File: src/rtl/tmid_pkg.sv
// ----------------------------------------------------------------------------
// tmid_pkg
// Types, codes and constants shared by the tune event to MIDI stream block.
// ----------------------------------------------------------------------------
`timescale 1ns / 1ps
`default_nettype none

package tmid_pkg;

  // source parser phase
  typedef enum logic [2:0] {
    PH_DELTA,
    PH_EVENT,
    PH_VEL,
    PH_ARG1,
    PH_ARG2
  } phase_t;

  // controller states; the emitting states double as output segment select
  typedef enum logic [2:0] {
    C_IDLE,
    C_PLAN,
    C_DIV,
    C_TEMPO,
    C_FLUSH1,
    C_EVT,
    C_FLUSH2,
    C_END
  } ctrl_state_t;

  // source command codes
  localparam logic [7:0] CMD_NOTE_OFF   = 8'h90;
  localparam logic [7:0] CMD_TRACK_END  = 8'h91;
  localparam logic [7:0] CMD_PROGRAM    = 8'h92;
  localparam logic [7:0] CMD_BEND       = 8'h95;
  localparam logic [7:0] CMD_VOLUME     = 8'h96;
  localparam logic [7:0] CMD_DRUM       = 8'h97;
  localparam logic [7:0] CMD_LOOP_BACK  = 8'h98;
  localparam logic [7:0] CMD_LAST_OFF   = 8'h99;
  localparam logic [7:0] CMD_PAN        = 8'h9B;
  localparam logic [7:0] CMD_LOOP_START = 8'h9C;
  localparam logic [7:0] CMD_CTRL       = 8'h9D;
  localparam logic [3:0] CHAN_SEL_HI    = 4'h8;

  // MIDI status nibbles and controller numbers
  localparam logic [3:0] STAT_NOTE    = 4'h9;
  localparam logic [3:0] STAT_PROGRAM = 4'hC;
  localparam logic [3:0] STAT_BEND    = 4'hE;
  localparam logic [3:0] STAT_CTRL    = 4'hB;
  localparam logic [7:0] CC_VOLUME    = 8'h07;
  localparam logic [7:0] CC_DRUM      = 8'h67;
  localparam logic [7:0] CC_PAN       = 8'h0A;

  // meta events
  localparam logic [7:0] META           = 8'hFF;
  localparam logic [7:0] META_TEMPO     = 8'h51;
  localparam logic [7:0] META_TEMPO_LEN = 8'h03;
  localparam logic [7:0] META_EOT       = 8'h2F;

  localparam logic [7:0]  NO_NOTE       = 8'hFF;
  localparam logic [7:0]  TEMPO_DEFAULT = 8'd120;
  localparam logic [23:0] LEN_MAX       = 24'hFFFFFF;

  // tempo division: microseconds per minute over bpm
  localparam int                    DIV_BITS       = 26;
  localparam int                    DIV_CNT_W      = $clog2(DIV_BITS);
  localparam logic [DIV_BITS-1:0]   TEMPO_DIVIDEND = 26'd60000000;

  // output segment sizes
  localparam int EVT_MAX = 7;
  localparam int POS_W   = 3;
  localparam logic [POS_W-1:0] TEMPO_LAST = 3'd6;
  localparam logic [POS_W-1:0] END_LAST   = 3'd2;

  typedef struct packed {
    logic        accept;
    logic        div_step;
    logic        emit;
    logic        pos_clr;
    logic        last;
    ctrl_state_t seg;
  } ctrl_cmd_t;

  typedef struct packed {
    logic tempo_en;
    logic flush1_en;
    logic evt_en;
    logic close_en;
    logic div_last;
    logic seg_final;
    logic out_free;
  } dp_status_t;

endpackage

`default_nettype wire

File: src/rtl/tmid_in_if.sv
// ----------------------------------------------------------------------------
// tmid_in_if
// Source byte channel: valid/ready plus one source byte and its markers.
// ----------------------------------------------------------------------------
`timescale 1ns / 1ps
`default_nettype none

interface tmid_in_if;
  logic       valid;
  logic       ready;
  logic [7:0] in_byte;
  logic       track_start;
  logic       first_track;
  logic       source_last;

  modport source (
    output valid, in_byte, track_start, first_track, source_last,
    input  ready
  );

  modport sink (
    input  valid, in_byte, track_start, first_track, source_last,
    output ready
  );
endinterface

`default_nettype wire

File: src/rtl/tmid_out_if.sv
// ----------------------------------------------------------------------------
// tmid_out_if
// Track body channel: valid/ready plus one output byte and its status.
// ----------------------------------------------------------------------------
`timescale 1ns / 1ps
`default_nettype none

interface tmid_out_if;
  logic        valid;
  logic        ready;
  logic [7:0]  out_byte;
  logic        last_of_run;
  logic        track_done;
  logic [23:0] body_length;
  logic        bad_command;

  modport source (
    output valid, out_byte, last_of_run, track_done, body_length, bad_command,
    input  ready
  );

  modport sink (
    input  valid, out_byte, last_of_run, track_done, body_length, bad_command,
    output ready
  );
endinterface

`default_nettype wire

File: src/rtl/tune_event_to_midi_stream.sv
// ----------------------------------------------------------------------------
// tune_event_to_midi_stream
// Converts compact tune track-event bytes into a standard MIDI track body.
//
// Usage:
//   in_s  : one source byte per beat with track_start, first_track and
//           source_last markers. Ready is high only while the block is idle.
//   out_s : track body bytes, one per beat, with last_of_run on the final
//           byte caused by a source byte, track_done on the final byte of
//           the end-of-track event, running body_length and bad_command.
//   cfg_  : cfg_we writes cfg_data into the tempo register (bpm).
//   Timing: an accepted beat is decoded as it is taken and passes the plan
//   state, then writes its N output bytes (0 to 16) one per cycle into the
//   output register while the receiver takes them. A track start with
//   first_track set adds the bit-serial tempo division before them.
//   A source byte with no output leaves ready low for one cycle only.
//   The next beat is accepted while the last output byte still waits.
//   Receiver stall: the output register holds its byte and the sequencer
//   waits; no byte is lost or repeated.
//   Reset: rst_n is synchronous; tempo returns to 120 and the parser state
//   returns to a fresh track without tempo.
// ----------------------------------------------------------------------------
`timescale 1ns / 1ps
`default_nettype none

module tune_event_to_midi_stream (
  input  wire        clk,
  input  wire        rst_n,
  input  wire        cfg_we,
  input  wire  [7:0] cfg_data,
  tmid_in_if.sink    in_s,
  tmid_out_if.source out_s
);

  tmid_pkg::ctrl_cmd_t  cmd;
  tmid_pkg::dp_status_t st;
  logic                 in_ready;

  tmid_ctrl u_ctrl (
    .clk      (clk),
    .rst_n    (rst_n),
    .in_valid (in_s.valid),
    .in_ready (in_ready),
    .st       (st),
    .cmd      (cmd)
  );

  tmid_dp u_dp (
    .clk             (clk),
    .rst_n           (rst_n),
    .cfg_we          (cfg_we),
    .cfg_data        (cfg_data),
    .in_byte         (in_s.in_byte),
    .in_track_start  (in_s.track_start),
    .in_first_track  (in_s.first_track),
    .in_source_last  (in_s.source_last),
    .out_ready       (out_s.ready),
    .out_valid       (out_s.valid),
    .out_byte        (out_s.out_byte),
    .out_last_of_run (out_s.last_of_run),
    .out_track_done  (out_s.track_done),
    .out_body_length (out_s.body_length),
    .out_bad_command (out_s.bad_command),
    .cmd             (cmd),
    .st              (st)
  );

  assign in_s.ready = in_ready;

`ifndef SYNTH
  // end-of-track byte always ends its run
  a_done_is_last: assert property (@(posedge clk) disable iff (!rst_n)
    out_s.valid && out_s.track_done |-> out_s.last_of_run)
    else $error("track_done without last_of_run");

  // a bad-command run only ends on the end-of-track byte
  a_bad_ends_done: assert property (@(posedge clk) disable iff (!rst_n)
    out_s.valid && out_s.bad_command && out_s.last_of_run |-> out_s.track_done)
    else $error("bad_command run ended before end of track");

  // block is busy in the plan state after an accepted beat
  a_busy_after_accept: assert property (@(posedge clk) disable iff (!rst_n)
    in_s.valid && in_s.ready |=> !in_s.ready)
    else $error("ready high right after accept");

  // body length is nonzero after a body byte outside the tempo segment
  a_len_grows: assert property (@(posedge clk) disable iff (!rst_n)
    cmd.emit && !cmd.accept && (cmd.seg != tmid_pkg::C_TEMPO) |=>
      out_s.body_length != 24'd0)
    else $error("body length zero after a body byte");
`endif

endmodule

`default_nettype wire

File: src/rtl/tmid_ctrl.sv
// ----------------------------------------------------------------------------
// tmid_ctrl
// Sequencer: accepts a source beat, runs the tempo division when needed and
// steps the datapath through the output segments one byte per beat.
// ----------------------------------------------------------------------------
`timescale 1ns / 1ps
`default_nettype none

module tmid_ctrl (
  input  wire                 clk,
  input  wire                 rst_n,
  input  wire                 in_valid,
  output logic                in_ready,
  input  tmid_pkg::dp_status_t st,
  output tmid_pkg::ctrl_cmd_t  cmd
);

  tmid_pkg::ctrl_state_t state_r;
  tmid_pkg::ctrl_state_t state_nxt;
  tmid_pkg::ctrl_state_t follow;
  tmid_pkg::ctrl_state_t after_tempo;
  tmid_pkg::ctrl_state_t after_evt;
  logic                  emit_seg;

  always_ff @(posedge clk) begin
    if (!rst_n) begin
      state_r <= tmid_pkg::C_IDLE;
    end else begin
      state_r <= state_nxt;
    end
  end

  always_comb begin
    after_evt   = st.close_en ? tmid_pkg::C_FLUSH2 : tmid_pkg::C_IDLE;
    after_tempo = st.flush1_en ? tmid_pkg::C_FLUSH1 :
                  st.evt_en    ? tmid_pkg::C_EVT    : after_evt;
    state_nxt   = state_r;
    follow      = tmid_pkg::C_IDLE;
    emit_seg    = 1'b0;
    in_ready    = 1'b0;
    cmd         = '0;
    cmd.seg     = state_r;
    unique case (state_r)
      tmid_pkg::C_IDLE: begin
        in_ready = 1'b1;
        if (in_valid) begin
          cmd.accept = 1'b1;
          state_nxt  = tmid_pkg::C_PLAN;
        end
      end
      tmid_pkg::C_PLAN: begin
        state_nxt = st.tempo_en ? tmid_pkg::C_DIV : after_tempo;
      end
      tmid_pkg::C_DIV: begin
        cmd.div_step = 1'b1;
        if (st.div_last) begin
          state_nxt = tmid_pkg::C_TEMPO;
        end
      end
      tmid_pkg::C_TEMPO: begin
        emit_seg = 1'b1;
        follow   = after_tempo;
      end
      tmid_pkg::C_FLUSH1: begin
        emit_seg = 1'b1;
        follow   = tmid_pkg::C_EVT;
      end
      tmid_pkg::C_EVT: begin
        emit_seg = 1'b1;
        follow   = after_evt;
      end
      tmid_pkg::C_FLUSH2: begin
        emit_seg = 1'b1;
        follow   = tmid_pkg::C_END;
      end
      tmid_pkg::C_END: begin
        emit_seg = 1'b1;
        follow   = tmid_pkg::C_IDLE;
      end
      default: begin
        state_nxt = tmid_pkg::C_IDLE;
      end
    endcase

    if (emit_seg && st.out_free) begin
      cmd.emit = 1'b1;
      if (st.seg_final) begin
        cmd.pos_clr = 1'b1;
        cmd.last    = (follow == tmid_pkg::C_IDLE);
        state_nxt   = follow;
      end
    end
  end

endmodule

`default_nettype wire

File: src/rtl/tmid_dp.sv
// ----------------------------------------------------------------------------
// tmid_dp
// Datapath: parser state, event decode, tempo divider, VLQ delta writer,
// byte counter and the output register.
// ----------------------------------------------------------------------------
`timescale 1ns / 1ps
`default_nettype none

module tmid_dp (
  input  wire                  clk,
  input  wire                  rst_n,
  input  wire                  cfg_we,
  input  wire  [7:0]           cfg_data,
  input  wire  [7:0]           in_byte,
  input  wire                  in_track_start,
  input  wire                  in_first_track,
  input  wire                  in_source_last,
  input  wire                  out_ready,
  output logic                 out_valid,
  output logic [7:0]           out_byte,
  output logic                 out_last_of_run,
  output logic                 out_track_done,
  output logic [23:0]          out_body_length,
  output logic                 out_bad_command,
  input  tmid_pkg::ctrl_cmd_t  cmd,
  output tmid_pkg::dp_status_t st
);

  localparam int PW = tmid_pkg::POS_W;
  localparam int DW = tmid_pkg::DIV_CNT_W;
  localparam int QW = tmid_pkg::DIV_BITS;

  // architectural parser state
  logic [7:0]       tempo_r;
  tmid_pkg::phase_t phase_r;
  logic [31:0]      accum_r;
  logic [31:0]      pend_r;
  logic [3:0]       chan_r;
  logic [7:0]       prev_note_r;
  logic [7:0]       hcmd_r;
  logic [7:0]       harg_r;
  logic             closed_r;
  logic [23:0]      count_r;

  // plan for the current beat
  logic             tempo_en_r;
  logic             flush1_r;
  logic             close_r;
  logic             bad_r;
  logic [PW-1:0]    evt_len_r;
  logic [7:0]       evt_r [tmid_pkg::EVT_MAX];
  logic [PW-1:0]    pos_r;

  // tempo divider
  logic [DW-1:0]    div_cnt_r;
  logic [7:0]       rem_r;
  logic [QW-1:0]    quo_r;

  // output register
  logic             out_valid_r;
  logic [7:0]       out_byte_r;
  logic             out_last_r;
  logic             out_done_r;
  logic [23:0]      out_len_r;
  logic             out_bad_r;

  // decode
  tmid_pkg::phase_t e_phase, n_phase;
  logic [31:0]      e_accum, n_accum, e_pend, n_pend;
  logic [3:0]       e_chan, n_chan;
  logic [7:0]       e_prev_note, n_prev_note, e_hcmd, n_hcmd, e_harg, n_harg;
  logic             e_closed, n_closed;
  logic             p_flush1, p_close, p_bad;
  logic [PW-1:0]    p_evt_len;
  logic [7:0]       evt_v [tmid_pkg::EVT_MAX];
  logic [7:0]       note_stat;

  always_comb begin
    e_phase     = in_track_start ? tmid_pkg::PH_DELTA : phase_r;
    e_accum     = in_track_start ? 32'd0 : accum_r;
    e_pend      = in_track_start ? 32'd0 : pend_r;
    e_chan      = in_track_start ? 4'd0 : chan_r;
    e_prev_note = in_track_start ? tmid_pkg::NO_NOTE : prev_note_r;
    e_hcmd      = in_track_start ? 8'd0 : hcmd_r;
    e_harg      = in_track_start ? 8'd0 : harg_r;
    e_closed    = in_track_start ? 1'b0 : closed_r;

    n_phase     = e_phase;
    n_accum     = e_accum;
    n_pend      = e_pend;
    n_chan      = e_chan;
    n_prev_note = e_prev_note;
    n_hcmd      = e_hcmd;
    n_harg      = e_harg;
    n_closed    = e_closed;
    p_flush1    = 1'b0;
    p_close     = 1'b0;
    p_bad       = 1'b0;
    p_evt_len   = '0;
    for (int i = 0; i < tmid_pkg::EVT_MAX; i++) begin
      evt_v[i] = 8'd0;
    end
    note_stat = {tmid_pkg::STAT_NOTE, e_chan};

    if (!e_closed) begin
      case (e_phase) inside
        tmid_pkg::PH_DELTA: begin
          n_accum = {e_accum[24:0], in_byte[6:0]};
          if (!in_byte[7]) begin
            n_pend  = e_pend + n_accum;
            n_accum = 32'd0;
            n_phase = tmid_pkg::PH_EVENT;
          end
        end
        tmid_pkg::PH_EVENT: begin
          if (!in_byte[7]) begin
            n_harg  = in_byte;
            n_phase = tmid_pkg::PH_VEL;
          end else if (in_byte[7:4] == tmid_pkg::CHAN_SEL_HI) begin
            n_chan  = in_byte[3:0];
            n_phase = tmid_pkg::PH_DELTA;
          end else begin
            unique case (in_byte) inside
              tmid_pkg::CMD_NOTE_OFF, tmid_pkg::CMD_PROGRAM, tmid_pkg::CMD_BEND,
              tmid_pkg::CMD_VOLUME, tmid_pkg::CMD_DRUM, tmid_pkg::CMD_PAN,
              tmid_pkg::CMD_CTRL: begin
                n_hcmd  = in_byte;
                n_phase = tmid_pkg::PH_ARG1;
              end
              tmid_pkg::CMD_TRACK_END, tmid_pkg::CMD_LOOP_BACK: begin
                p_close = 1'b1;
              end
              tmid_pkg::CMD_LAST_OFF: begin
                if (e_prev_note != tmid_pkg::NO_NOTE) begin
                  p_flush1    = 1'b1;
                  evt_v[0]    = note_stat;
                  evt_v[1]    = e_prev_note;
                  evt_v[2]    = 8'd0;
                  p_evt_len   = PW'(3);
                  n_prev_note = tmid_pkg::NO_NOTE;
                end
                n_phase = tmid_pkg::PH_DELTA;
              end
              tmid_pkg::CMD_LOOP_START: begin
                n_phase = tmid_pkg::PH_DELTA;
              end
              default: begin
                p_close = 1'b1;
                p_bad   = 1'b1;
              end
            endcase
          end
        end
        tmid_pkg::PH_VEL: begin
          n_phase  = tmid_pkg::PH_DELTA;
          p_flush1 = 1'b1;
          // same note struck again: note-off at delta zero first
          if (e_prev_note == e_harg) begin
            evt_v[0]  = note_stat;
            evt_v[1]  = e_harg;
            evt_v[2]  = 8'd0;
            evt_v[3]  = 8'd0;
            evt_v[4]  = note_stat;
            evt_v[5]  = e_harg;
            evt_v[6]  = in_byte;
            p_evt_len = PW'(7);
          end else begin
            evt_v[0]  = note_stat;
            evt_v[1]  = e_harg;
            evt_v[2]  = in_byte;
            p_evt_len = PW'(3);
          end
          n_prev_note = e_harg;
        end
        tmid_pkg::PH_ARG1, tmid_pkg::PH_ARG2: begin
          if (e_hcmd == tmid_pkg::CMD_CTRL && e_phase == tmid_pkg::PH_ARG1) begin
            n_harg  = in_byte;
            n_phase = tmid_pkg::PH_ARG2;
          end else begin
            n_phase   = tmid_pkg::PH_DELTA;
            p_flush1  = 1'b1;
            p_evt_len = PW'(3);
            evt_v[0]  = {tmid_pkg::STAT_CTRL, e_chan};
            evt_v[1]  = e_harg;
            evt_v[2]  = in_byte;
            unique case (e_hcmd)
              tmid_pkg::CMD_NOTE_OFF: begin
                evt_v[0] = note_stat;
                evt_v[1] = in_byte;
                evt_v[2] = 8'd0;
              end
              tmid_pkg::CMD_PROGRAM: begin
                evt_v[0]  = {tmid_pkg::STAT_PROGRAM, e_chan};
                evt_v[1]  = in_byte;
                p_evt_len = PW'(2);
              end
              tmid_pkg::CMD_BEND: begin
                evt_v[0] = {tmid_pkg::STAT_BEND, e_chan};
                evt_v[1] = 8'd0;
              end
              tmid_pkg::CMD_VOLUME: evt_v[1] = tmid_pkg::CC_VOLUME;
              tmid_pkg::CMD_DRUM:   evt_v[1] = tmid_pkg::CC_DRUM;
              tmid_pkg::CMD_PAN:    evt_v[1] = tmid_pkg::CC_PAN;
              default: ;
            endcase
          end
        end
        default: begin
          n_phase = tmid_pkg::PH_DELTA;
        end
      endcase

      // end of source closes an open track after the byte is used
      if (in_source_last) begin
        p_close = 1'b1;
      end
      if (p_close) begin
        n_closed = 1'b1;
        n_phase  = tmid_pkg::PH_DELTA;
        n_accum  = 32'd0;
      end
    end
  end

  // tempo divider: restoring, one quotient bit per step
  logic [7:0]    bpm_eff;
  logic [DW-1:0] div_idx;
  logic [8:0]    rem_sh;
  logic          rem_ge;
  logic [23:0]   tempo_us;

  always_comb begin
    bpm_eff  = (tempo_r == 8'd0) ? tmid_pkg::TEMPO_DEFAULT : tempo_r;
    div_idx  = DW'(QW - 1) - div_cnt_r;
    rem_sh   = {rem_r, tmid_pkg::TEMPO_DIVIDEND[div_idx]};
    rem_ge   = (rem_sh >= {1'b0, bpm_eff});
    tempo_us = (quo_r[QW-1:24] != '0) ? tmid_pkg::LEN_MAX : quo_r[23:0];
  end

  // VLQ delta writer
  logic [PW-1:0] groups_m1;
  logic [PW-1:0] grp;
  logic [7:0]    vlq_byte;

  always_comb begin
    if (pend_r[31:28] != '0)      groups_m1 = PW'(4);
    else if (pend_r[27:21] != '0) groups_m1 = PW'(3);
    else if (pend_r[20:14] != '0) groups_m1 = PW'(2);
    else if (pend_r[13:7] != '0)  groups_m1 = PW'(1);
    else                          groups_m1 = PW'(0);
    grp = groups_m1 - pos_r;
    case (grp)
      3'd0:    vlq_byte = {1'b0, pend_r[6:0]};
      3'd1:    vlq_byte = {1'b1, pend_r[13:7]};
      3'd2:    vlq_byte = {1'b1, pend_r[20:14]};
      3'd3:    vlq_byte = {1'b1, pend_r[27:21]};
      default: vlq_byte = {4'b1000, pend_r[31:28]};
    endcase
  end

  // byte selection by segment
  logic [7:0]  emit_byte;
  logic        seg_final;
  logic        seg_flush;
  logic        seg_close;
  logic [23:0] count_inc;

  always_comb begin
    emit_byte = 8'd0;
    seg_final = 1'b0;
    seg_flush = 1'b0;
    seg_close = 1'b0;
    unique case (cmd.seg)
      tmid_pkg::C_TEMPO: begin
        seg_final = (pos_r == tmid_pkg::TEMPO_LAST);
        case (pos_r)
          3'd0:    emit_byte = 8'd0;
          3'd1:    emit_byte = tmid_pkg::META;
          3'd2:    emit_byte = tmid_pkg::META_TEMPO;
          3'd3:    emit_byte = tmid_pkg::META_TEMPO_LEN;
          3'd4:    emit_byte = tempo_us[23:16];
          3'd5:    emit_byte = tempo_us[15:8];
          3'd6:    emit_byte = tempo_us[7:0];
          default: emit_byte = 8'd0;
        endcase
      end
      tmid_pkg::C_FLUSH1, tmid_pkg::C_FLUSH2: begin
        seg_flush = 1'b1;
        seg_close = (cmd.seg == tmid_pkg::C_FLUSH2);
        seg_final = (pos_r == groups_m1);
        emit_byte = vlq_byte;
      end
      tmid_pkg::C_EVT: begin
        seg_final = (pos_r == evt_len_r - PW'(1));
        emit_byte = evt_r[pos_r];
      end
      tmid_pkg::C_END: begin
        seg_close = 1'b1;
        seg_final = (pos_r == tmid_pkg::END_LAST);
        case (pos_r)
          3'd0:    emit_byte = tmid_pkg::META;
          3'd1:    emit_byte = tmid_pkg::META_EOT;
          default: emit_byte = 8'd0;
        endcase
      end
      default: ;
    endcase
    count_inc = (count_r == tmid_pkg::LEN_MAX) ? count_r : count_r + 24'd1;
  end

  // control and architectural state
  always_ff @(posedge clk) begin
    if (!rst_n) begin
      tempo_r     <= tmid_pkg::TEMPO_DEFAULT;
      phase_r     <= tmid_pkg::PH_DELTA;
      accum_r     <= 32'd0;
      pend_r      <= 32'd0;
      chan_r      <= 4'd0;
      prev_note_r <= tmid_pkg::NO_NOTE;
      hcmd_r      <= 8'd0;
      harg_r      <= 8'd0;
      closed_r    <= 1'b0;
      count_r     <= 24'd0;
      tempo_en_r  <= 1'b0;
      flush1_r    <= 1'b0;
      close_r     <= 1'b0;
      bad_r       <= 1'b0;
      evt_len_r   <= '0;
      pos_r       <= '0;
      div_cnt_r   <= '0;
      out_valid_r <= 1'b0;
    end else begin
      if (cfg_we) begin
        tempo_r <= cfg_data;
      end
      if (cmd.accept) begin
        phase_r     <= n_phase;
        accum_r     <= n_accum;
        pend_r      <= n_pend;
        chan_r      <= n_chan;
        prev_note_r <= n_prev_note;
        hcmd_r      <= n_hcmd;
        harg_r      <= n_harg;
        closed_r    <= n_closed;
        tempo_en_r  <= in_track_start & in_first_track;
        flush1_r    <= p_flush1;
        close_r     <= p_close;
        bad_r       <= p_bad;
        evt_len_r   <= p_evt_len;
        div_cnt_r   <= '0;
        if (in_track_start) begin
          count_r <= 24'd0;
        end
      end else if (cmd.div_step) begin
        div_cnt_r <= div_cnt_r + DW'(1);
      end
      if (cmd.emit) begin
        count_r <= count_inc;
        // delta is consumed once written
        if (seg_flush && seg_final) begin
          pend_r <= 32'd0;
        end
      end
      if (cmd.accept || cmd.pos_clr) begin
        pos_r <= '0;
      end else if (cmd.emit) begin
        pos_r <= pos_r + PW'(1);
      end
      if (cmd.emit) begin
        out_valid_r <= 1'b1;
      end else if (out_ready) begin
        out_valid_r <= 1'b0;
      end
    end
  end

  // payload registers
  always_ff @(posedge clk) begin
    if (cmd.accept) begin
      for (int i = 0; i < tmid_pkg::EVT_MAX; i++) begin
        evt_r[i] <= evt_v[i];
      end
      rem_r <= 8'd0;
      quo_r <= '0;
    end else if (cmd.div_step) begin
      rem_r <= rem_ge ? 8'(rem_sh - {1'b0, bpm_eff}) : rem_sh[7:0];
      quo_r <= {quo_r[QW-2:0], rem_ge};
    end
    if (cmd.emit) begin
      out_byte_r <= emit_byte;
      out_last_r <= cmd.last;
      out_done_r <= (cmd.seg == tmid_pkg::C_END) && seg_final;
      out_len_r  <= count_inc;
      out_bad_r  <= bad_r && seg_close;
    end
  end

  always_comb begin
    st.tempo_en  = tempo_en_r;
    st.flush1_en = flush1_r;
    st.evt_en    = (evt_len_r != '0);
    st.close_en  = close_r;
    st.div_last  = (div_cnt_r == DW'(QW - 1));
    st.seg_final = seg_final;
    st.out_free  = !out_valid_r || out_ready;
  end

  assign out_valid       = out_valid_r;
  assign out_byte        = out_byte_r;
  assign out_last_of_run = out_last_r;
  assign out_track_done  = out_done_r;
  assign out_body_length = out_len_r;
  assign out_bad_command = out_bad_r;

endmodule

`default_nettype wire

File: src/flat_wrapper.sv
// flat-port wrapper written by rule: the top's interface ports become plain ports
module tune_event_to_midi_stream_flat 
  (clk, rst_n, cfg_we, cfg_data, in_s_valid, in_s_in_byte, in_s_track_start, in_s_first_track, in_s_source_last, in_s_ready, out_s_valid, out_s_out_byte, out_s_last_of_run, out_s_track_done, out_s_body_length, out_s_bad_command, out_s_ready);
  tmid_in_if in_s_i ();
  tmid_out_if out_s_i ();
  input  wire clk;
  input  wire rst_n;
  input  wire cfg_we;
  input  wire  [7:0] cfg_data;
  input wire logic [$bits(in_s_i.valid)-1:0] in_s_valid;
  input wire logic [$bits(in_s_i.in_byte)-1:0] in_s_in_byte;
  input wire logic [$bits(in_s_i.track_start)-1:0] in_s_track_start;
  input wire logic [$bits(in_s_i.first_track)-1:0] in_s_first_track;
  input wire logic [$bits(in_s_i.source_last)-1:0] in_s_source_last;
  output wire logic [$bits(in_s_i.ready)-1:0] in_s_ready;
  output wire logic [$bits(out_s_i.valid)-1:0] out_s_valid;
  output wire logic [$bits(out_s_i.out_byte)-1:0] out_s_out_byte;
  output wire logic [$bits(out_s_i.last_of_run)-1:0] out_s_last_of_run;
  output wire logic [$bits(out_s_i.track_done)-1:0] out_s_track_done;
  output wire logic [$bits(out_s_i.body_length)-1:0] out_s_body_length;
  output wire logic [$bits(out_s_i.bad_command)-1:0] out_s_bad_command;
  input wire logic [$bits(out_s_i.ready)-1:0] out_s_ready;
  assign in_s_i.valid = in_s_valid;
  assign in_s_i.in_byte = in_s_in_byte;
  assign in_s_i.track_start = in_s_track_start;
  assign in_s_i.first_track = in_s_first_track;
  assign in_s_i.source_last = in_s_source_last;
  assign in_s_ready = in_s_i.ready;
  assign out_s_valid = out_s_i.valid;
  assign out_s_out_byte = out_s_i.out_byte;
  assign out_s_last_of_run = out_s_i.last_of_run;
  assign out_s_track_done = out_s_i.track_done;
  assign out_s_body_length = out_s_i.body_length;
  assign out_s_bad_command = out_s_i.bad_command;
  assign out_s_i.ready = out_s_ready;
  tune_event_to_midi_stream u_core (.clk(clk), .rst_n(rst_n), .cfg_we(cfg_we), .cfg_data(cfg_data), .in_s(in_s_i), .out_s(out_s_i));
endmodule
File: config.mk
export PLATFORM = sky130hd
export DESIGN_NAME = tune_event_to_midi_stream_flat
export DESIGN_NICKNAME = d
export VERILOG_FILES = /design/src/rtl/tmid_pkg.sv /design/src/rtl/tmid_in_if.sv /design/src/rtl/tmid_out_if.sv /design/src/rtl/tune_event_to_midi_stream.sv /design/src/rtl/tmid_ctrl.sv /design/src/rtl/tmid_dp.sv /design/src/flat_wrapper.sv
export SDC_FILE = /design/constraint.sdc
export NUM_CORES = 1
export LEC_CHECK = 0
export BUFFER_PORTS_ARGS = -buffer_cell sky130_fd_sc_hd__buf_2
export CORE_MARGIN = 3
export CORE_UTILIZATION = 40
export CTS_BUF_LIST = sky130_fd_sc_hd__clkbuf_16
export DETAILED_ROUTE_END_ITERATION = 10
export PLACE_DENSITY = 0.61
export SYNTH_ARGS = -nofsm -noshare
export SYNTH_HDL_FRONTEND = slang
export SYNTH_SLANG_ARGS = --single-unit
File: constraint.sdc
create_clock -name clk -period 4.8 [get_ports clk]
set_input_delay 0.48 -clock clk [delete_from_list [all_inputs] [get_ports clk]]
set_output_delay 0.48 -clock clk [all_outputs]
set_load 0.05 [all_outputs]
Yosys cells after proc, flatten, opt, wreduce, memory -nomap -nowiden
Memories as Yosys holds them, arrays and structs flattened. A register that Yosys moved wholly into a read port is not among the register bits.
Index checks and enable logic that the tools add are counted.
{ "totals": {"register_bits": 216, "ram_bits": 56, "rom_bits": 32, "out_inout_bits": 37, "mem_count": 2} }
{ "mem_list": {"columns": ["memory", "depth", "width", "rd", "rd_clocked_by_memory_dff", "wr", "line_no", "rtl"], "rows": [
  ["u_core.u_dp.evt_r", 7, 8, 1, 1, 7, "tmid_dp.sv:51", "logic [7:0] evt_r [tmid_pkg::EVT_MAX];"],
  ["(name not given)", 32, 1, 1, 0, 0, "tmid_dp.sv:235", "rem_sh = {rem_r, tmid_pkg::TEMPO_DIVIDEND[div_idx]};"]
]} }
{ "classes": {"addsub": 8, "order_cmp": 2, "n_eq_ne": 45, "muxes": 153, "bitwise": 2, "n_reduce_logical": 35} }
{ "op_table": {"columns": ["op", "count"], "rows": [
  ["two-way mux 24 bit", 18],
  ["two-way mux 32 bit", 12],
  ["two-way mux 8 bit", 28],
  ["== test 8 bit, second input constant", 18],
  ["two-way mux 3 bit", 29],
  ["one-hot mux 8 bit (4 select lines)", 2],
  ["two-way mux 56 bit", 1],
  ["one-hot mux 8 bit (6 select lines)", 1],
  ["two-way mux 1 bit", 40],
  ["one-hot mux 8 bit (5 select lines)", 1],
  ["adder 32 bit", 1],
  ["adder 24 x 1 -> 24 bit, second input constant", 1],
  ["== test 24 bit, second input constant", 1],
  ["== test 3 x 2 -> 1 bit, second input constant", 8],
  ["== test 3 bit, second input constant", 8],
  ["two-way mux 4 bit", 6],
  ["one-hot mux 7 bit (3 select lines)", 1],
  ["nonzero test 7 bit", 3],
  ["two-way mux 2 bit", 8],
  ["one-hot mux 8 bit (2 select lines)", 1],
  ["zero test 3 bit", 5],
  ["== test 3 x 1 -> 1 bit, second input constant", 4],
  ["one-hot mux 3 bit (4 select lines)", 1],
  ["OR reduction 2 bit", 6],
  ["other kinds (31)", 41]
]} }

Logic depth before layout (Yosys ltp)
Gate-level depths: netlist of run 1.
{ "logic_depth": {"depth_word": 12, "mapped_depth": 19, "ltp_nobuf": 19} }

Cells and area by module
From an unflattened synthesis of run 1, not the netlist that was laid out.
{ "unflattened": {"hier_cells": 1754, "area_unflattened_um2": 15222.1} }
{ "by_module_without_submodules": {"columns": ["mod", "n_inst", "cells_each", "area_each_um2", "seq_area_each_um2"], "rows": [
  ["tmid_dp", 1, 1710, 14904.3, 5885.6],
  ["tmid_ctrl", 1, 44, 317.8, 60.1]
]} }

Worst setup path after synthesis of run 1
Ideal clock, no wire load.
{ "synth_timing": {"path_type": "reg-to-reg", "from": "register u_core.u_ctrl.state_r[0]", "to": "memory u_core.u_dp.evt_r[0][0], enable pin", "setup_ns": 0.427, "t_arrival_ns": 4.091, "setup_slack_ns": 0.283, "stages_incl_launch_ff": 8, "synth_period_minus_slack_ns": 4.517, "cell_sequence": "dfxtp_1 clkbuf_1 nor3_1 nand2_1 inv_1 buf_2 clkbuf_1 buf_1"} }
{ "synth_lines": {"columns": ["element", "line_no", "rtl"], "rows": [
  ["start, declared", "tmid_ctrl.sv:18", "tmid_pkg::ctrl_state_t state_r;"],
  ["start signal, assigned", "tmid_ctrl.sv:27", "state_r <= tmid_pkg::C_IDLE;"],
  ["start signal, assigned", "tmid_ctrl.sv:29", "state_r <= state_nxt;"],
  ["end, declared", "tmid_dp.sv:51", null]
]} }

Final worst setup path of run 1
{ "layout_timing": {"from": "register u_core.u_dp.pend_r[17]", "to": "register u_core.u_dp.pend_r[23]"} }
{ "layout_via": {"elab_chain_cells": 9} }
{ "layout_rtl": {"columns": ["element", "line_no", "rtl"], "rows": [
  ["start, declared", "tmid_dp.sv:37", "logic [31:0] pend_r;"],
  ["start signal, assigned", "tmid_dp.sv:339", "pend_r <= n_pend;"],
  ["parallel branches: the longest is 8 deep, another holds adder 32 bit", null, null],
  ["two-way mux 32 bit (*)", "tmid_dp.sv:357", "if (cmd.emit) begin"]
]} }
Mark *: on every way between the ends.
A chain may end at the register's enable or synchronous reset.

==> results.sh, run 1 <==
export IMPL_worst_slew_pin_transition_ns=1.19
export IMPL_cts_hold_buf=0
export IMPL_n_fill_cell=3816
export IMPL_r2r_setup_slack_ns=1.09
export IMPL_cts_tree="built"
export IMPL_synthToLayoutAreaGrowth_pct=10.7
export IMPL_finalCriticalPeriod_ns=3.71
export IMPL_synth_top_cells_by_area="dfxtp_1, edfxtp_1, nand2_1"
export IMPL_r2r_start="u_core.u_dp.pend_r[17]$_SDFF_PN0_"
export IMPL_post_dp_hpwl_um=32200
export IMPL_place_area_um2=16500
export IMPL_rr_worst_depth=12
export IMPL_core_um2=38700
export IMPL_min_path_type="in -> reg"
export IMPL_grt_usage=0.213
export IMPL_ir_drop_v=0.000287
export IMPL_synth_top_area_share=0.225
export IMPL_final_area_um2=17400
export IMPL_skew_ns=0.0106
export IMPL_power_density_nw_per_um2=303
export IMPL_cts_buffers_inserted=30
export IMPL_ctsRootBufferMaster="clkbuf_16"
export IMPL_cts_sinks=257
export IMPL_holdPathEnd="u_core.u_dp.tempo_r[3]$_SDFFE_PN1P_"
export IMPL_fin_cells=2437
export IMPL_io_pins=61
export IMPL_overflow=0
export IMPL_grt_pass1_vias=12900
export IMPL_drtIter0Drc=1392
export IMPL_holdCritStartpoint="cfg_data[3]"
export IMPL_cp_arrival_ns=4.20
export IMPL_place_inst=2381
export IMPL_grt_pass1_wl_um=72500
export IMPL_ys_ff_latch=257
export IMPL_grt_max_degree=61
export IMPL_setup_violations=0
export IMPL_insertion_delay_ns=0.57
export IMPL_status="complete, no violations"
export IMPL_worstSetupEndpointType="flip-flop"
export IMPL_syn_cell_area_um2=15700
export IMPL_diodes=0
export IMPL_drc=0
export IMPL_cp_top_family="compound AO/OA/AOI/OAI gates"
export IMPL_dr_pass1_iters=5
export IMPL_worstPathCellList="nor4_1 > nand2_1 > a21oi_1 > o21ai_0 > ha_1 > nand3_1 > o22ai_1 > a41oi_1 > nor2_1 > a21boi_1 > nand3_1 > o21ai_0"
export IMPL_die_area_um2=41800
export IMPL_place_gp_congestion=0.921
export IMPL_syn_nets=1975
export IMPL_crit_fanout=9
export IMPL_antenna_found_initial=0
export IMPL_ctsResizeCount=0
export IMPL_num_rows=72
export IMPL_fp_dieH_um=204
export IMPL_critical_path_class="reg -> reg"
export IMPL_crit_start="u_core.u_dp.pend_r[17]$_SDFF_PN0_"
export IMPL_setup_tns_final_ns=0
export IMPL_io_buffers=60
export IMPL_routed_wl_um=45700
export IMPL_synth_yosys_seq_area_share=0.378
export IMPL_clkTransAtPathRegs_ns=0.06
export IMPL_synth_cells=1903
export IMPL_synth_top_cell_by_area="dfxtp_1"
export IMPL_post_route_period_util=0.773
export IMPL_clk_path_buf_depth=3
export IMPL_cap_violations=0
export IMPL_setup_worst_path_start_class="flip-flop"
export IMPL_synth_edf_count=80
export IMPL_power_leakage_nw=6.16
export IMPL_yosysUniqueCellTypes=91
export IMPL_hold_depth=3
export IMPL_cpPeakStageDelay_ns=0.98
export IMPL_hold_viol_final=0
export IMPL_multi_input_area_um2=9140
export IMPL_layout_nets=1967
export IMPL_die_x_um=204
export IMPL_rsz0062_at_grt="false"
export IMPL_maxSlewViolCount=0
export IMPL_initial_utilization=0.406
export IMPL_drive_gt1_frac=0.104
export IMPL_dr_total_vias=14200
export IMPL_seq_area_um2=5950
export IMPL_required_ns=5.29
export IMPL_async_reset_ff_frac=0
export IMPL_synth_warnings=0
export IMPL_synth_area_per_cell_um2=8.27
export IMPL_cts_htree_levels=1
export IMPL_max_slew_margin=0.203
export IMPL_r2r_end="u_core.u_dp.pend_r[23]$_SDFF_PN0_"
export IMPL_postCtsSetupBuffers=0
export IMPL_timing_fmax_mhz=270
export IMPL_ant_nets=0
export IMPL_wl_per_cell_um=18.7
export IMPL_path_buf_inv=0
export IMPL_synthFlopType="dfxtp_1"
export IMPL_cp_slowest_cell="a21boi_1"
export IMPL_routed_via_density=5.83
-- cells in the final DEF (no fill, tap or decap), types with 16 or more instances in the layout --
master	count
a211oi_1	24
nand3_1	62
nand2_1	232
nand2b_1	17
o211ai_1	27
a31oi_1	25
buf_4	36
mux2i_1	36
ha_1	45
xnor2_1	44
inv_1	45
and3_1	29
nand4_1	16
buf_2	59
clkbuf_16	31
nor3_1	57
a21boi_0	25
a21oi_1	152
a22oi_1	32
nor2_1	151
and2_1	22
dfxtp_1	177
o21ai_0	119
xor2_1	25
a21o_1	20
nor2b_1	116
edfxtp_1	80
-- cell type report --
| type | count | share of cell area |
|---|---|---|
| Timing Repair Buffer | 95 | 0.0325 |
| Inverter | 43 | 0.00933 |
| Tap cell | 518 | 0.0372 |
| Clock buffer | 31 | 0.0445 |
| Multi-Input combinational cell | 1468 | 0.524 |
| Clock inverter | 25 | 0.0111 |
| Sequential cell | 257 | 0.341 |
-- state kept, by name, indices dropped and copies added (netlist names), 4 cells and up, named ones only --
name / cells
u_core.u_dp.accum_r: 25
u_core.u_dp.chan_r: 4
u_core.u_dp.count_r: 24
u_core.u_dp.div_cnt_r: 5
u_core.u_dp.evt_r: 45
u_core.u_dp.harg_r: 8
u_core.u_dp.hcmd_r: 8
u_core.u_dp.out_body_length: 24
u_core.u_dp.out_byte: 8
u_core.u_dp.pend_r: 32
u_core.u_dp.prev_note_r: 8
u_core.u_dp.quo_r: 26
u_core.u_dp.rem_r: 8
u_core.u_dp.tempo_r: 8
-- routing by layer --
layer	global-route usage	wire length, um
met1	0.313	21600
met2	0.326	20000
met3	0.0304	3070
met4	0.0587	1040
met5	0	0
-- synth_stat cells (all sizes together) (26+ instances only) --
library cell and n:
xnor2 44, nor2b 117, ha 45, nor2 153, a211oi 26, o21ai 125
nand2 234, mux2i 36, dfxtp 177, o211ai 28, inv 43, nand3 62
a21boi 26, clkbuf 103, buf 32, and3 30, a21oi 153, edfxtp 80
a22oi 32, nor3 58
-- how the worst max path moves through the flow --
stage          depth (start not counted)                                     to
3_5_place_dp                          13      u_core.u_dp.pend_r[12]$_SDFF_PN0_
5_1_grt                               18      u_core.u_dp.rem_r[7]$_SDFFE_PP0P_
4_1_cts                               18      u_core.u_dp.rem_r[7]$_SDFFE_PP0P_
3_3_place_gp                          13      u_core.u_dp.pend_r[12]$_SDFF_PN0_
6_report                              12      u_core.u_dp.pend_r[23]$_SDFF_PN0_
2_1_floorplan                          7  u_core.u_dp.evt_r[0][0]$_SDFFCE_PP0P_
-- worst register-to-register path: stages, from the launching register on --
cell	delay (ns)
dfxtp_1	0.38
nor4_1	0.29
nand2_1	0.14
a21oi_1	0.16
o21ai_0	0.10
ha_1	0.46
nand3_1	0.13
o22ai_1	0.10
a41oi_1	0.35
nor2_1	0.24
a21boi_1	0.98
nand3_1	0.14
o21ai_0	0.17
-- power by group --
group	switching [W]	total, W	internal (W)
clock network	0.000922	0.00224	0.00132
logic	0.000445	0.000649	0.000204
registers	0.0000638	0.00238	0.00232
-- cells by family (layout without fill, tap and decap cells) --
logic type	after synthesis	after routing	synth area share
AND/OR/NAND/NOR	758	758	0.235
AO/OA/AOI/OAI	532	532	0.219
flip-flops	257	257	0.378
buffers and inverters	178	194	0.0439
XOR/XNOR	69	69	0.0384
adder cells (fa/ha/maj)	59	59	0.0471
multiplexers	50	50	0.0389
-- metrics by stage --
step | power [W] | setup WS (ns) | hold slack [ns] | utilization
finish | 0.00527 | 1.09 | 0.130 | 0.450
global route | 0.00548 | 0.665 | 0.136 | 0.450
CTS | 0.00532 | 1.14 | 0.105 | 0.450
detailed placement | 0.00307 | 1.02 | 0.445 | 0.425
global placement | 0.00306 | 1.05 | 0.436 | 0.425
floorplan | 0.00287 | 0.283 | 0.431 | -
No activity file was read; power rests on OpenSTA's default activity.
==> inputs of run 2 (changes only) <==
--- a/config.mk
+++ b/config.mk
@@ -10,7 +10,7 @@
 export CORE_UTILIZATION = 40
 export CTS_BUF_LIST = sky130_fd_sc_hd__clkbuf_16
 export DETAILED_ROUTE_END_ITERATION = 10
-export PLACE_DENSITY = 0.61
+export PLACE_DENSITY = 0.63
 export SYNTH_ARGS = -nofsm -noshare
 export SYNTH_HDL_FRONTEND = slang
 export SYNTH_SLANG_ARGS = --single-unit
==> constraint.sdc (replaced) <==
create_clock -name clk -period 3 [get_ports clk]
set_input_delay 0.3 -clock clk [delete_from_list [all_inputs] [get_ports clk]]
set_output_delay 0.3 -clock clk [all_outputs]
set_load 0.05 [all_outputs]
==> run 2 against run 1 <==
The flow now finishes with violations (negative setup slack). Core utilization up 5.0 points. Global-route usage is 1.4 points higher. Worst hold slack worse by 0.12 ns. Final area rose by 11%. Clock skew is 0.0028 ns lower. Combinational power grew 110%. Clock power is 67% higher. Final cell count rose by 8.0%. Die area is the same. Flip-flop and latch count unchanged. Highest routed layer unchanged.
==> results.sh, run 2 (synthesized netlist as in run 1, its figures left out) <==
export IMPL_status="finished with violations"
export IMPL_violations="negative setup slack"
export IMPL_power_density_nw_per_um2=458
export IMPL_grt_pass1_wl_um=76700
export IMPL_dr_pass1_iters=6
export IMPL_hold_viol_final=0
export IMPL_fp_dieH_um=204
export IMPL_worstSetupEndpointType="flip-flop"
export IMPL_largest_registers="u_core.u_dp.evt_r (45), u_core.u_dp.pend_r (32), u_core.u_dp.quo_r (26)"
export IMPL_cts_sinks=257
export IMPL_clkTransAtPathRegs_ns=0.06
export IMPL_setup_worst_path_start_class="flip-flop"
export IMPL_routed_via_density=5.72
export IMPL_wl_per_cell_um=18.6
export IMPL_top_usage_layer="met2"
export IMPL_final_common_cell="nand2_1"
export IMPL_power_leakage_nw=7.19
export IMPL_initial_utilization=0.406
export IMPL_setup_violations=4
export IMPL_io_buffers=60
export IMPL_max_slew_margin=0.549
export IMPL_layout_nets=2160
export IMPL_fin_cells=2631
export IMPL_worst_slew_pin_transition_ns=0.677
export IMPL_cts_htree_levels=1
export IMPL_die_area_um2=41800
export IMPL_insertion_delay_ns=0.58
export IMPL_use_met2=0.370
export IMPL_die_x_um=204
export IMPL_cap_violations=0
export IMPL_num_rows=72
export IMPL_cts_tree="built"
export IMPL_drive_gt1_frac=0.215
export IMPL_dr_total_vias=15000
export IMPL_largest_register="u_core.u_dp.evt_r"
export IMPL_fin_util=0.500
export IMPL_ant_nets=0
export IMPL_antenna_found_initial=1
export IMPL_io_pins=61
export IMPL_cts_buffers_inserted=30
export IMPL_overflow=0
export IMPL_ir_drop_v=0.000463
export IMPL_grt_usage=0.227
export IMPL_ctsRootBufferMaster="clkbuf_16"
export IMPL_fin_ws_ns=-0.101
export IMPL_r2r_setup_slack_ns=-0.10
export IMPL_use_met3=0.0291
export IMPL_place_inst=2549
export IMPL_global_route_usage_met1=0.310
export IMPL_clk_path_buf_depth=3
export IMPL_layout_common_cells="nand2_1, buf_4, dfxtp_1"
export IMPL_maxSlewViolCount=0
export IMPL_timing_fmax_mhz=322
export IMPL_drc=0
export IMPL_synthToLayoutAreaGrowth_pct=23.1
export IMPL_critical_path_class="reg -> reg"
export IMPL_grt_max_degree=59
export IMPL_finalCriticalPeriod_ns=3.10
export IMPL_core_um2=38700
export IMPL_required_ns=3.50
export IMPL_skew_ns=0.00785
export IMPL_crit_fanout=3
export IMPL_post_dp_hpwl_um=35500
export IMPL_rsz0062_at_grt="true"
export IMPL_grt_pass1_vias=14200
export IMPL_cp_arrival_ns=3.60
export IMPL_drtIter0Drc=1328
export IMPL_largest_reg_flops=45
export IMPL_timing_hold_ws_ns=0.00579
export IMPL_post_route_period_util=1.03
export IMPL_routed_wl_um=49100
export IMPL_place_gp_congestion=0.932
export IMPL_min_path_type="in -> reg"
run 2: cell types whose count changed in the layout (fill, tap and decap cells not counted), moves of 5 or more:
cell and change:
buf_4 +178, o21ai_0 -12, a21oi_1 -9, a21oi_2 +8
dfxtp_1 -7, dlygate4sd3_1 +7, o21ai_1 +7, dfxtp_2 +6
ha_1 -5, inv_1 -5, o21ai_2 +5
run 2: area by class of cell:
cell class	instances	area [um2]
flip-flops and latches	257	5960
repair buffers	287	2080
fillers	3628	19400
clock inverters	26	262
well taps	518	648
diodes	1	2.50
clock buffers	30	751
multi-input cells	1469	9520
inverters	43	163
run 2: where the power goes:
group	switching [W]	internal, W	total, W	leakage (nW)
sequential	0.0000843	0.00370	0.00379	2.18
clock	0.00156	0.00218	0.00374	0.493
combinational	0.000840	0.000512	0.00135	4.52
run 2: routing by layer:
| metal | up-vias | wire length, um |
|---|---|---|
| met3 | 105 | 3210 |
| met1 | 7175 | 21800 |
| li1 | 7227 | - |
| met5 | - | 0 |
| met4 | 0 | 1700 |
| met2 | 538 | 22400 |
run 2: repair_timing:
item	4_1_cts	5_1_grt
endpoints found under the hold margin	7	0
cloned	0	1
pin swaps	28	33
setup buffers	10	10
gates resized for setup	28	49
hold buffers	7	0
setup endpoints to repair	16	42
run 2: critical path, stage by stage (launching register included):
cell,delay [ns]
dfxtp_4,0.37
inv_2,0.04
ha_4,0.28
mux2i_4,0.24
nor2_1,0.06
nor2_1,0.09
a21oi_1,0.05
nor2_1,0.12
a221oi_2,0.06
ha_2,0.22
buf_6,0.12
nor2b_4,0.09
o21ai_2,0.07
a21boi_2,0.20
o21ai_2,0.09
a21boi_2,0.18
o21ai_1,0.10
nor4b_2,0.16
or3_1,0.34
a21oi_1,0.13
run 2: worst paths after layout:
kind	end	from	cells past startpoint
worst max-delay path	u_core.u_dp.rem_r[7]$_SDFFE_PP0P_	u_core.u_dp.div_cnt_r[1]$_SDFFE_PP0P_	19
worst min-delay path	u_core.u_dp.tempo_r[7]$_SDFFE_PN0P_	cfg_data[7]	3
worst max register to register	u_core.u_dp.rem_r[7]$_SDFFE_PP0P_	u_core.u_dp.div_cnt_r[1]$_SDFFE_PP0P_	19
worst min register to register	u_core.u_dp.quo_r[25]$_SDFFE_PP0P_	u_core.u_dp.quo_r[25]$_SDFFE_PP0P_	2
run 2: metrics by stage:
stage                     power (W)  setup TNS [ns]  setup WS [ns]  area (um2)
after floorplan             0.00461           -6.13         -0.681       15900
after global placement      0.00506           -1.14         -0.215       17900
after detailed placement    0.00507           -2.07         -0.213       17900
after CTS                   0.00885          -0.190        -0.0530       19100
after global routing        0.00920           -1.52         -0.308       19400
final                       0.00888          -0.182         -0.101       19400
==> inputs of run 3 (changes only) <==
--- a/config.mk
+++ b/config.mk
@@ -6,6 +6,7 @@
 export NUM_CORES = 1
 export LEC_CHECK = 0
 export BUFFER_PORTS_ARGS = -buffer_cell sky130_fd_sc_hd__buf_2
+export CORE_ASPECT_RATIO = 0.9
 export CORE_MARGIN = 3
 export CORE_UTILIZATION = 40
 export CTS_BUF_LIST = sky130_fd_sc_hd__clkbuf_16
==> constraint.sdc (replaced) <==
create_clock -name clk -period 2.6 [get_ports clk]
set_input_delay 0.26 -clock clk [delete_from_list [all_inputs] [get_ports clk]]
set_output_delay 0.26 -clock clk [all_outputs]
set_load 0.05 [all_outputs]
==> run 3 against run 2 <==
The flow still finishes with violations (negative setup slack). Worst setup slack got worse by 0.39 ns. First-iteration DRC count increased by 11%. Register-to-register slack got worse by 0.39 ns. Highest routed layer unchanged.
==> results.sh, run 3 (synthesized netlist as in run 1, its figures left out) <==
export IMPL_cpPeakStageDelay_ns=0.37
export IMPL_rr_worst_depth=18
export IMPL_ir_drop_v=0.000519
export IMPL_hold_depth=3
export IMPL_post_dp_hpwl_um=37800
export IMPL_routed_wl_um=52000
export IMPL_grt_usage=0.239
export IMPL_fin_ws_ns=-0.487
export IMPL_critical_path_class="reg -> reg"
export IMPL_drive_gt1_frac=0.274
export IMPL_fin_util=0.534
export IMPL_crit_fanout=3
export IMPL_seq_area_um2=5960
export IMPL_layout_common_cells="buf_4, nand2_1, dfxtp_1"
export IMPL_routed_via_density=5.70
export IMPL_ant_nets=0
export IMPL_grt_pass1_vias=14900
export IMPL_dr_total_vias=15600
export IMPL_worst_slew_pin_transition_ns=0.870
export IMPL_cts_htree_levels=1
export IMPL_place_area_um2=18600
export IMPL_r2r_setup_slack_ns=-0.49
export IMPL_worstPathCellList="inv_2 > ha_4 > mux2i_4 > nor2_1 > nor2_1 > a21oi_1 > nor2_1 > a221oi_2 > ha_2 > nor2b_1 > o21ai_1 > a21boi_2 > o21ai_2 > a21boi_2 > o21ai_2 > a21oi_1 > or3_1 > a21oi_2"
export IMPL_antenna_found_initial=0
export IMPL_holdCritStartpoint="cfg_data[1]"
export IMPL_wl_per_cell_um=19.0
export IMPL_post_route_period_util=1.19
export IMPL_setup_tns_final_ns=-7.98
export IMPL_n_fill_cell=3573
export IMPL_grt_max_degree=89
export IMPL_final_common_cell="buf_4"
export IMPL_largest_register="u_core.u_dp.evt_r"
export IMPL_layout_nets=2255
export IMPL_rsz0062_at_grt="true"
export IMPL_worstSetupEndpointType="flip-flop"
export IMPL_power_density_nw_per_um2=511
export IMPL_largest_registers="u_core.u_dp.evt_r (45), u_core.u_dp.pend_r (32), u_core.u_dp.quo_r (26)"
export IMPL_largest_reg_flops=45
export IMPL_drtIter0Drc=1473
export IMPL_cpMostUsedCell="nor2_1"
export IMPL_multi_input_area_um2=9850
export IMPL_num_rows=68
export IMPL_r2r_start="u_core.u_dp.div_cnt_r[1]$_SDFFE_PP0P_"
export IMPL_clk_path_buf_depth=3
export IMPL_io_pins=61
export IMPL_cp_slowest_cell="dfxtp_4"
export IMPL_ctsRootBufferMaster="clkbuf_16"
export IMPL_cap_violations=0
export IMPL_grt_pass1_wl_um=82100
export IMPL_diodes=0
export IMPL_violations="negative setup slack"
export IMPL_maxSlewViolCount=0
export IMPL_io_buffers=60
export IMPL_fp_dieH_um=194
export IMPL_cts_sinks=257
export IMPL_status="finished with violations"
export IMPL_max_slew_margin=0.413
export IMPL_hold_viol_final=0
export IMPL_skew_ns=0.0131
export IMPL_initial_utilization=0.408
export IMPL_r2r_end="u_core.u_dp.rem_r[7]$_SDFFE_PP0P_"
export IMPL_insertion_delay_ns=0.60
export IMPL_overflow=0
export IMPL_setup_violations=34
export IMPL_cp_arrival_ns=3.61
export IMPL_cts_tree="built"
export IMPL_drc=0
export IMPL_required_ns=3.13
export IMPL_place_gp_congestion=0.959
export IMPL_clkTransAtPathRegs_ns=0.06
export IMPL_place_inst=2637
export IMPL_dr_pass1_iters=5
export IMPL_setup_worst_path_start_class="flip-flop"
export IMPL_finalCriticalPeriod_ns=3.09
export IMPL_timing_fmax_mhz=324
export IMPL_power_leakage_nw=7.84
export IMPL_fin_cells=2732
export IMPL_min_path_type="in -> reg"
export IMPL_cts_buffers_inserted=30
export IMPL_die_x_um=215
export IMPL_core_um2=38600
export IMPL_holdPathEnd="u_core.u_dp.tempo_r[1]$_SDFFE_PN0P_"
export IMPL_timing_hold_ws_ns=0.00787
export IMPL_die_area_um2=41800
export IMPL_synthToLayoutAreaGrowth_pct=31.0
export IMPL_final_area_um2=20600
## run 3: changes by cell type in the layout (fill, tap and decap cells not counted), moves of 7 or more
| cell | before | now |
|---|---|---|
| buf_4 | 214 | 287 |
| a21oi_1 | 143 | 136 |
| buf_12 | 3 | 10 |
| a21oi_2 | 8 | 15 |
| buf_6 | 4 | 20 |
## run 3: worst max-delay path, delay by kind of cell, from the launching register on
kind                       cells  cell delay, ns
buffers and inverters          1            0.05
muxes                          1            0.19
adders and majority gates      2            0.49
AOI/OAI and AO/OA              9            1.33
and+or+nand+nor                5            0.60
DFF                            1            0.37
## run 3: worst max-delay path by stage
stage                                     startpoint  cells past startpoint                           endpoint  slack [ns]
3_5_place_dp                        in_s_track_start                     14  u_core.u_dp.pend_r[22]$_SDFF_PN0_       -0.52
4_1_cts        u_core.u_dp.div_cnt_r[1]$_SDFFE_PP0P_                     20  u_core.u_dp.rem_r[6]$_SDFFE_PP0P_       -0.44
2_1_floorplan                       in_s_track_start                     18  u_core.u_dp.pend_r[12]$_SDFF_PN0_       -1.04
3_3_place_gp                        in_s_track_start                     14  u_core.u_dp.pend_r[22]$_SDFF_PN0_       -0.45
6_report       u_core.u_dp.div_cnt_r[1]$_SDFFE_PP0P_                     18  u_core.u_dp.rem_r[7]$_SDFFE_PP0P_       -0.49
5_1_grt        u_core.u_dp.div_cnt_r[1]$_SDFFE_PP0P_                     20  u_core.u_dp.rem_r[6]$_SDFFE_PP0P_       -0.71
## run 3: power breakdown
group | switching [W] | internal (W)
Clock | 0.00180 | 0.00270
Sequential | 0.0000878 | 0.00427
Combinational | 0.00101 | 0.000661
Total | 0.00290 | 0.00763
## run 3: layer usage
metal | GRT usage | vias to the layer above | wire (um)
met2 | 0.381 | 544 | 23500
met1 | 0.346 | 7543 | 23800
li1 | - | 7388 | -
met3 | 0.0326 | 91 | 3440
met4 | 0.0548 | 0 | 1280
met5 | 0 | - | 0
## run 3: metrics by stage
stage / total power [W] / worst slack [ns]
5_1_grt: 0.0109 / -0.711
3_5_place_dp: 0.00594 / -0.515
6_report: 0.0105 / -0.487
4_1_cts: 0.0105 / -0.441
2_1_floorplan: 0.00535 / -1.04
3_3_place_gp: 0.00591 / -0.445
## run 3: repair_timing
action	CTS	global route
resized for setup	65	80
hold endpoints to repair	7	0
pin swaps	52	80
setup buffers	22	19
endpoints found under the setup margin	57	66
hold buffers	7	0
## run 3: cell type report
class | count | area share
Multi-Input combinational cell | 1468 | 0.477
Sequential cell | 257 | 0.289
Timing Repair Buffer | 383 | 0.143
Clock buffer | 30 | 0.0364
Tap cell | 525 | 0.0318
Clock inverter | 26 | 0.0146
Inverter | 43 | 0.00789
